==> config.mk <==
export PLATFORM = sky130hd
export DESIGN_NAME = rcu_grace_period_tracker
export DESIGN_NICKNAME = d
export VERILOG_FILES = /design/src/hdl/rcu_gp_pkg.sv /design/src/hdl/rcu_gp_step.sv /design/src/hdl/rcu_grace_period_tracker.sv
export SDC_FILE = /design/constraint.sdc
export NUM_CORES = 2
export LEC_CHECK = 0
export CORE_ASPECT_RATIO = 0.75
export CORE_MARGIN = 2
export CORE_UTILIZATION = 30
export CTS_CLUSTER_DIAMETER = 200
export CTS_CLUSTER_SIZE = 14
export DETAILED_ROUTE_END_ITERATION = 8
export DONT_BUFFER_PORTS = 1
export MAX_ROUTING_LAYER = met4
export PLACE_DENSITY_LB_ADDON = 0.12
export RECOVER_POWER = 25
export SLEW_MARGIN = 10
export SYNTH_ARGS = -nofsm -noshare
export SYNTH_HDL_FRONTEND = slang
export SYNTH_SLANG_ARGS = --single-unit
==> constraint.sdc <==
create_clock -name clock -period 13.25 [get_ports clock]
set_input_delay 0.6625 -clock clock [delete_from_list [all_inputs] [get_ports clock]]
set_output_delay 0.6625 -clock clock [all_outputs]
set_load 0.02 [all_outputs]
==> src/hdl/rcu_gp_pkg.sv <==
`timescale 1ns / 1ps
`default_nettype none

package rcu_gp_pkg;

   localparam int NUM_CPUS     = 8;
   localparam int BATCH_BITS   = 16;
   localparam int COUNT_BITS   = 16;
   localparam int CPU_IDX_BITS = $clog2(NUM_CPUS);

   localparam logic [BATCH_BITS-1:0] RESET_BATCH = BATCH_BITS'(-300);

   typedef logic [BATCH_BITS-1:0] batch_type;
   typedef logic [COUNT_BITS-1:0] count_type;
   typedef logic [NUM_CPUS-1:0]   mask_type;

   typedef enum logic [2:0] {
      KIND_ENQUEUE    = 3'd0,
      KIND_QUIET      = 3'd1,
      KIND_PROCESS    = 3'd2,
      KIND_PENDING    = 3'd3,
      KIND_IDLE_ENTER = 3'd4,
      KIND_IDLE_LEAVE = 3'd5,
      KIND_OFFLINE    = 3'd6
   } kind_type;

   typedef struct packed {
      logic [2:0] kind;
      logic [2:0] cpu_index;
      logic [2:0] target_cpu;
   } req_type;

   typedef struct packed {
      logic [15:0] released_count;
      logic        work_pending;
      logic        has_work;
      logic [15:0] current_number;
      logic [15:0] completed_number;
      logic [7:0]  waiting_cpus;
      logic        count_overflow;
   } rsp_type;

   typedef struct packed {
      batch_type                   global_current;
      batch_type                   global_completed;
      logic                        next_batch_queued;
      mask_type                    waiting_mask;
      mask_type                    active_mask;
      logic [NUM_CPUS-1:0][BATCH_BITS-1:0] quiet_batch;
      mask_type                    quiet_passed;
      mask_type                    awaiting_quiet;
      mask_type                    cpu_idle;
      logic [NUM_CPUS-1:0][BATCH_BITS-1:0] assigned_batch;
      logic [NUM_CPUS-1:0][COUNT_BITS-1:0] new_count;
      logic [NUM_CPUS-1:0][COUNT_BITS-1:0] waiting_count;
   } state_type;

   // wrapped compare: a is at or past b
   function automatic logic batch_ge(batch_type a, batch_type b);
      batch_type diff;
      diff = a - b;
      return ~diff[BATCH_BITS-1];
   endfunction

   function automatic state_type reset_state();
      state_type s;
      s = '0;
      s.global_current   = RESET_BATCH;
      s.global_completed = RESET_BATCH;
      s.cpu_idle         = '1;
      return s;
   endfunction

endpackage

`default_nettype wire

==> src/hdl/rcu_gp_step.sv <==
`timescale 1ns / 1ps
`default_nettype none

module rcu_gp_step (
   input  wire rcu_gp_pkg::state_type state_cur,
   input  wire rcu_gp_pkg::req_type   req,
   output rcu_gp_pkg::state_type state_next,
   output rcu_gp_pkg::rsp_type   rsp
);
   import rcu_gp_pkg::*;

   function automatic state_type begin_batch(state_type s);
      state_type n;
      n = s;
      if (n.next_batch_queued && n.global_completed == n.global_current) begin
         n.next_batch_queued = 1'b0;
         n.global_current    = n.global_current + 1'b1;
         n.waiting_mask      = n.active_mask;
      end
      return n;
   endfunction

   function automatic state_type mark_quiet(state_type s, logic [CPU_IDX_BITS-1:0] c);
      state_type n;
      n = s;
      n.waiting_mask[c] = 1'b0;
      if (n.waiting_mask == '0) begin
         n.global_completed = n.global_current;
         n = begin_batch(n);
      end
      return n;
   endfunction

   function automatic state_type check_quiet(state_type s, logic [CPU_IDX_BITS-1:0] c);
      state_type n;
      n = s;
      if (n.quiet_batch[c] != n.global_current) begin
         n.awaiting_quiet[c] = 1'b1;
         n.quiet_passed[c]   = 1'b0;
         n.quiet_batch[c]    = n.global_current;
      end else if (n.awaiting_quiet[c] && n.quiet_passed[c]) begin
         n.awaiting_quiet[c] = 1'b0;
         n = mark_quiet(n, c);
      end
      return n;
   endfunction

   function automatic logic releasable(state_type s, logic [CPU_IDX_BITS-1:0] c);
      return (s.waiting_count[c] != '0) &&
             batch_ge(s.global_completed, s.assigned_batch[c]);
   endfunction

   function automatic logic is_pending(state_type s, logic [CPU_IDX_BITS-1:0] c);
      return releasable(s, c) ||
             (s.waiting_count[c] == '0 && s.new_count[c] != '0) ||
             (s.quiet_batch[c] != s.global_current) || s.awaiting_quiet[c];
   endfunction

   function automatic state_type process(state_type s, logic [CPU_IDX_BITS-1:0] c);
      state_type n;
      n = s;
      if (releasable(n, c)) begin
         n.waiting_count[c] = '0;
      end
      if (n.new_count[c] != '0 && n.waiting_count[c] == '0) begin
         n.waiting_count[c]  = n.new_count[c];
         n.new_count[c]      = '0;
         n.assigned_batch[c] = n.global_current + 1'b1;
         if (!n.next_batch_queued) begin
            n.next_batch_queued = 1'b1;
            n = begin_batch(n);
         end
      end
      n = check_quiet(n, c);
      return n;
   endfunction

   // saturating add, overflow flag on top
   function automatic logic [COUNT_BITS:0] cnt_add(count_type a, count_type b);
      logic [COUNT_BITS:0] sum;
      sum = {1'b0, a} + {1'b0, b};
      if (sum[COUNT_BITS]) begin
         return {1'b1, {COUNT_BITS{1'b1}}};
      end
      return sum;
   endfunction

   state_type                 n;
   count_type                 rel;
   logic                      ovf;
   logic                      wp;
   logic                      hw;
   logic                      c_ok;
   logic                      t_ok;
   logic [CPU_IDX_BITS-1:0]   c;
   logic [CPU_IDX_BITS-1:0]   t;
   logic [COUNT_BITS:0]       sum_a;
   logic [COUNT_BITS:0]       sum_b;

   always_comb begin
      n     = state_cur;
      rel   = '0;
      ovf   = 1'b0;
      wp    = 1'b0;
      hw    = 1'b0;
      sum_a = '0;
      sum_b = '0;
      c     = req.cpu_index[CPU_IDX_BITS-1:0];
      t     = req.target_cpu[CPU_IDX_BITS-1:0];
      c_ok  = 32'(req.cpu_index) < NUM_CPUS;
      t_ok  = 32'(req.target_cpu) < NUM_CPUS;
      if (c_ok) begin
         unique case (req.kind)
            KIND_ENQUEUE: begin
               sum_a          = cnt_add(n.new_count[c], COUNT_BITS'(1));
               ovf            = sum_a[COUNT_BITS];
               n.new_count[c] = sum_a[COUNT_BITS-1:0];
            end
            KIND_QUIET: begin
               n.quiet_passed[c] = 1'b1;
            end
            KIND_PROCESS: begin
               if (releasable(n, c)) begin
                  rel = n.waiting_count[c];
               end
               n = process(n, c);
            end
            KIND_PENDING: begin
               if (is_pending(n, c)) begin
                  n.quiet_passed[c] = 1'b1;
                  if (releasable(n, c)) begin
                     rel = n.waiting_count[c];
                  end
                  n = process(n, c);
               end
            end
            KIND_IDLE_ENTER: begin
               if (!n.cpu_idle[c]) begin
                  n.cpu_idle[c]    = 1'b1;
                  n.active_mask[c] = 1'b0;
                  if (n.quiet_batch[c] != n.global_current || n.awaiting_quiet[c]) begin
                     n.quiet_batch[c]    = n.global_current;
                     n.awaiting_quiet[c] = 1'b0;
                     n = mark_quiet(n, c);
                  end
               end
            end
            KIND_IDLE_LEAVE: begin
               if (n.cpu_idle[c]) begin
                  n.cpu_idle[c]    = 1'b0;
                  n.active_mask[c] = 1'b1;
                  n.quiet_batch[c] = n.global_current;
               end
            end
            KIND_OFFLINE: begin
               if (t != c && t_ok) begin
                  if (n.global_current != n.global_completed) begin
                     n = mark_quiet(n, c);
                  end
                  // hand both counts to the target, waiting ones first
                  sum_a = cnt_add(n.new_count[t], n.waiting_count[c]);
                  sum_b = cnt_add(sum_a[COUNT_BITS-1:0], n.new_count[c]);
                  ovf   = sum_a[COUNT_BITS] | sum_b[COUNT_BITS];
                  n.new_count[t]     = sum_b[COUNT_BITS-1:0];
                  n.waiting_count[c] = '0;
                  n.new_count[c]     = '0;
               end
            end
            default: begin
            end
         endcase
         wp = is_pending(n, c);
         hw = (n.waiting_count[c] != '0) || wp;
      end
   end

   assign state_next              = n;
   assign rsp.released_count      = 16'(rel);
   assign rsp.work_pending        = wp;
   assign rsp.has_work            = hw;
   assign rsp.current_number      = 16'(n.global_current);
   assign rsp.completed_number    = 16'(n.global_completed);
   assign rsp.waiting_cpus        = 8'(n.waiting_mask);
   assign rsp.count_overflow      = ovf;

endmodule

`default_nettype wire

==> src/hdl/rcu_grace_period_tracker.sv <==
`timescale 1ns / 1ps
`default_nettype none

// Grace period tracker for classic read-copy-update, counting callbacks per
// processor. Software posts one event word at a time on req_word (kind,
// cpu_index, target_cpu) by raising start for a cycle; the word is taken at
// any edge where start is high and busy is low. busy stays low: a new word
// can be taken at every clock edge.
// Each word is latched into an input register; the step logic then updates
// the global batch numbers, the waiting and active masks and the addressed
// processor's flags and counts combinationally; the state and result
// registers then take them. The result word is on rsp_word for exactly one
// cycle, marked by rsp_valid. One result per event, in order, one per cycle.
// The receiver cannot stall; it must take each result in the cycle it shows.
// released_count tells software how many callbacks it may now invoke.
// Reset (synchronous, active high) puts both batch numbers at -300 modulo
// the batch width, clears masks and counts and marks every processor idle;
// no event is in flight after reset.

module rcu_grace_period_tracker (
   input  wire                  clock,
   input  wire                  reset,
   input  wire                  start,
   output logic                 busy,
   input  wire rcu_gp_pkg::req_type req_word,
   output logic                 rsp_valid,
   output rcu_gp_pkg::rsp_type  rsp_word
);
   import rcu_gp_pkg::*;

   req_type   req_ff;
   logic      req_valid_ff;
   state_type state_ff;
   state_type state_in;
   rsp_type   rsp_ff;
   rsp_type   rsp_in;
   logic      rsp_valid_ff;

   rcu_gp_step u_step (
      .state_cur  (state_ff),
      .req        (req_ff),
      .state_next (state_in),
      .rsp        (rsp_in)
   );

   always_ff @(posedge clock) begin
      if (reset) begin
         req_valid_ff <= 1'b0;
         rsp_valid_ff <= 1'b0;
         state_ff     <= reset_state();
      end else begin
         req_valid_ff <= start;
         rsp_valid_ff <= req_valid_ff;
         // commit state only for a latched word
         if (req_valid_ff) begin
            state_ff <= state_in;
         end
      end
      if (start) begin
         req_ff <= req_word;
      end
      if (req_valid_ff) begin
         rsp_ff <= rsp_in;
      end
   end

   assign busy      = 1'b0;
   assign rsp_valid = rsp_valid_ff;
   assign rsp_word  = rsp_ff;

   a_rsp_follows_word: assert property (@(posedge clock) disable iff (reset)
      req_valid_ff |=> rsp_valid_ff)
      else $error("latched word produced no result");

   a_batch_gap: assert property (@(posedge clock) disable iff (reset)
      (state_ff.global_current == state_ff.global_completed) ||
      (state_ff.global_current == state_ff.global_completed + 1'b1))
      else $error("current batch more than one past completed");

   a_waiting_needs_batch: assert property (@(posedge clock) disable iff (reset)
      (state_ff.waiting_mask != '0) |->
      (state_ff.global_current != state_ff.global_completed))
      else $error("processors waiting with no grace period running");

   a_rsp_matches_state: assert property (@(posedge clock) disable iff (reset)
      rsp_valid_ff |-> (rsp_ff.current_number == 16'(state_ff.global_current) &&
                        rsp_ff.waiting_cpus == 8'(state_ff.waiting_mask)))
      else $error("result word disagrees with committed state");

endmodule

`default_nettype wire

==> flow_summary.rst <==
.. list-table::
   :header-rows: 1

   * - Metric
     - Value
   * - Result of the run
     - finished, violations left
   * - Violated checks
     - capacitance limit, slew limit
   * - Congestion Overflow GR
     - 0
   * - Area inside the core boundary
     - 0.155 mm2
   * - Pin slew with the least headroom to its limit
     - 4.35 ns
   * - Flip-flop and latch count after synthesis
     - 655
   * - Cells after synthesis
     - 6,204
   * - H-tree depth
     - 2
   * - DR iter-0 viols
     - 11.5k
   * - Vias per inst
     - 7.00
   * - First-pass DRT Iterations
     - 9
   * - EDFF count, synth
     - 68
   * - Synthesized area
     - 0.0470 mm2
   * - Post-synth net total
     - 6,282
   * - Number of rows in the core area
     - 125
   * - CP startpoint kind
     - flop
   * - Total number of vias
     - 57.6k
   * - Number of cells on the worst hold path
     - 1
   * - Reg clk slew, reported paths
     - 0.10 ns
   * - Routed length per instance
     - 40.7 um
   * - Wire length of the first global-routing pass
     - 451,000 um
   * - Master of the slowest instance on the critical path
     - sky130_fd_sc_hd__clkbuf_1
   * - Worst slew margin
     - -1.90
   * - Peak clock frequency supported by timing
     - 77.7 MHz
   * - Delay of the slowest cell on the worst path
     - 0.72 ns
   * - Register area share after synthesis
     - 0.293
   * - Most used flip-flop cell after synthesis
     - sky130_fd_sc_hd__dfxtp_1
   * - GRT Overall Usage
     - 0.413
   * - Hold Crit Start
     - reset
   * - Number of cells on the worst reg-to-reg path
     - 37
   * - CTS Sinks
     - 655
   * - Finished Core Util
     - 0.336
   * - Post-detailed-route DRC marker count
     - 0
   * - Placed wire-length estimate after detailed placement
     - 237,000 um
   * - Period minus WS final
     - 12.86 ns
   * - Bufs and invs on worst path
     - 8
   * - Post-route insts no fill
     - 8,224
   * - CP max FO
     - 51
   * - HP Class
     - primary input to flop
   * - Final weighted congestion in routability-driven placement
     - 1.10
   * - Family with the most delay on the worst path
     - compound AO/OA/AOI/OAI gates
   * - Fin area
     - 0.0521 mm2
   * - Setup Total Neg Slack
     - 0 ns
   * - Most common cell after layout, fill and taps aside
     - sky130_fd_sc_hd__nor2_1
   * - Final Worst Setup Slack
     - 0.387 ns
   * - Synth cell types
     - 107
   * - Worst-case clock buffer depth
     - 3
   * - Share of async-settable or async-resettable flops after synthesis
     - 0
   * - Power Dens Cells
     - 108 mW/mm2
   * - R2R Path End
     - rsp_word[42]
   * - Top library cells by usage in the layout, fill and taps aside
     - sky130_fd_sc_hd__nor2_1 (817), sky130_fd_sc_hd__dfxtp_1 (587), sky130_fd_sc_hd__nand2_1 (545)
   * - Data arrival time of the critical path
     - 13.34 ns
   * - Placed Area
     - 0.0505 mm2
   * - Initial antenna violation count
     - 46
   * - Signed area change from the synthesized netlist to the final layout
     - 10.9%
   * - Placed instance count
     - 8,073
   * - Die area
     - 0.160 mm2
   * - Root Buffer Master
     - sky130_fd_sc_hd__clkbuf_16
   * - Overall routed net length
     - 335,000 um
   * - Setup violators final
     - 0
   * - Number of max-cap violations
     - 11
   * - Crit path capture type
     - flop
   * - Floorplan die height
     - 347 um
   * - Power Total
     - 5.63 mW
   * - TritonCTS clock tree
     - done
   * - Setup CP Type
     - flop to flop
   * - Die boundary width
     - 461 um
   * - Worst hold path endpoint
     - state_ff[313]
   * - Clock latency at the later pin of the worst-skew pair
     - 0.76 ns
   * - Largest clock skew in the final design
     - 0.0757 ns
   * - Antenna Nets Post-Route
     - 0
   * - Number of CTS-inserted buffers
     - 52
   * - Initial core utilization
     - 0.303
   * - Worst R2R Setup Slack
     - 0.39 ns
   * - Number of failing hold endpoints at the final stage
     - 0
   * - Period utilisation layout
     - 0.971
   * - Top Ports
     - 73
   * - Pins over their slew limit
     - 559
   * - Most prevalent standard cell on the critical path
     - sky130_fd_sc_hd__buf_4
   * - Post-Route Hold Slack
     - 0.0357 ns
   * - Unrepaired setup endpoints after global routing
     - false
   * - Worst IR Drop VDD
     - 0.108 mV
   * - Largest net degree at the start of global routing
     - 549
   * - Reg-to-reg critical path startpoint
     - req_ff[4]
   * - Synthesized area per cell
     - 7.58 um2
   * - # nets final
     - 6,119
   * - Port bufs
     - 0
   * - Layout cell share with drive strength beyond 1
     - 0.105
   * - Yosys synthesis warning count
     - 0
   * - Worst EP required
     - 13.73 ns
   * - Worst-case setup slack after placement
     - 0.481 ns
   * - Via count of the first global-routing pass
     - 51.1k
   * - Leak Pwr
     - 17.5 nW
sequential cells by signal (all words and copies together), names as in the netlist:
register,flops
req_valid_ff,1
rsp_word,59
state_ff,585
req_ff,9
rsp_valid,1
Yosys cell counts, types with 39 or more instances:
cell type                  number  share of area
sky130_fd_sc_hd__o31ai_1       48         0.0077
sky130_fd_sc_hd__a211oi_1     233          0.037
sky130_fd_sc_hd__clkbuf_1     454          0.036
sky130_fd_sc_hd__mux2_2        51          0.012
sky130_fd_sc_hd__o21ai_0      425          0.045
sky130_fd_sc_hd__nand4_1       85          0.011
sky130_fd_sc_hd__nor2_1       835          0.067
sky130_fd_sc_hd__a21oi_1      474          0.050
sky130_fd_sc_hd__xnor2_1       61          0.011
sky130_fd_sc_hd__nor4_1        90          0.012
sky130_fd_sc_hd__edfxtp_1      68          0.043
sky130_fd_sc_hd__nor3_1       128          0.014
sky130_fd_sc_hd__dfxtp_1      587           0.25
sky130_fd_sc_hd__nand3_1      118          0.013
sky130_fd_sc_hd__o211ai_1      54         0.0086
sky130_fd_sc_hd__and2_1        46         0.0061
sky130_fd_sc_hd__mux4_2        45          0.022
sky130_fd_sc_hd__a221oi_1     118          0.022
sky130_fd_sc_hd__mux2i_1      117          0.025
sky130_fd_sc_hd__a31oi_1       62         0.0083
sky130_fd_sc_hd__a221o_1       44         0.0094
sky130_fd_sc_hd__nand2_1      554          0.044
sky130_fd_sc_hd__a21o_1        46         0.0073
sky130_fd_sc_hd__nand2b_1      39         0.0052
sky130_fd_sc_hd__inv_1         79         0.0063
sky130_fd_sc_hd__xor2_1        42         0.0078
sky130_fd_sc_hd__a22oi_1      352          0.056
sky130_fd_sc_hd__ha_1          64          0.017
sky130_fd_sc_hd__a22o_1        39         0.0073
sky130_fd_sc_hd__buf_1         57         0.0046
sky130_fd_sc_hd__o22ai_1       91          0.012
logic make-up after synthesis:
kind of cell	count (synthesis)	synth area share
fa+ha+maj	66	0.0179
xor+xnor	104	0.0195
mux	218	0.0599
simple gates	2114	0.206
compound gates	2395	0.349
buf+inv	651	0.0544
other cells	1	0.0000798
flops	655	0.293
where the power goes:
part,switching [mW],internal (mW),total [mW]
sequential,0.0892,2.05,2.14
combinational,1.39,0.468,1.85
clock,0.905,0.722,1.63
worst register-to-register path, delay by kind of cell (launching register included):
kind / cells / cell delay (ns)
AO/OA/AOI/OAI: 17 / 5.00
XOR/XNOR: 3 / 0.95
adder cells (fa/ha/maj): 2 / 0.64
buffers and inverters: 8 / 3.69
flip-flops: 1 / 0.49
AND/OR/NAND/NOR: 7 / 1.84
worst max path at each step:
stage	from	to	slack (ns)	cells past startpoint
6_report	req_ff[4]	rsp_word[42]	0.39	37
5_1_grt	req_ff[2]	rsp_word[41]	0.13	41
4_1_cts	req_ff[2]	rsp_word[41]	0.44	39
3_5_place_dp	req_ff[2]	rsp_word[41]	0.48	39
3_3_place_gp	req_ff[2]	rsp_word[42]	0.32	39
2_1_floorplan	req_ff[5]	rsp_word[41]	2.35	49
layer usage:
layer | up-vias | routed length [um] | part of all wire | global-route usage
met5 | - | 0 | 0 | -
met4 | 0 | 14500 | 0.043 | 0.141
met3 | 817 | 56400 | 0.17 | 0.202
met2 | 4808 | 124000 | 0.37 | 0.516
met1 | 28500 | 140000 | 0.42 | 0.563
li1 | 23400 | - | - | -
final cells by class:
class / instances / area, um2
diodes: 67 / 168
clock inverters: 4 / 81.3
flip-flops and latches: 655 / 13800
clock buffers: 71 / 1370
multi-input cells: 4898 / 31100
repair buffers: 346 / 2650
fillers: 16900 / 103000
inverters: 88 / 332
well taps: 2095 / 2620
what timing repair did:
| action | CTS | global route |
|---|---|---|
| hold buffers | 6 | 0 |
| endpoints found under the hold margin | 6 | 0 |
| endpoints found under the setup margin | 0 | 2 |
| resized for setup | 0 | 8 |
| setup buffers | 0 | 3 |
Note: power is estimated with default switching activity, not from simulation.
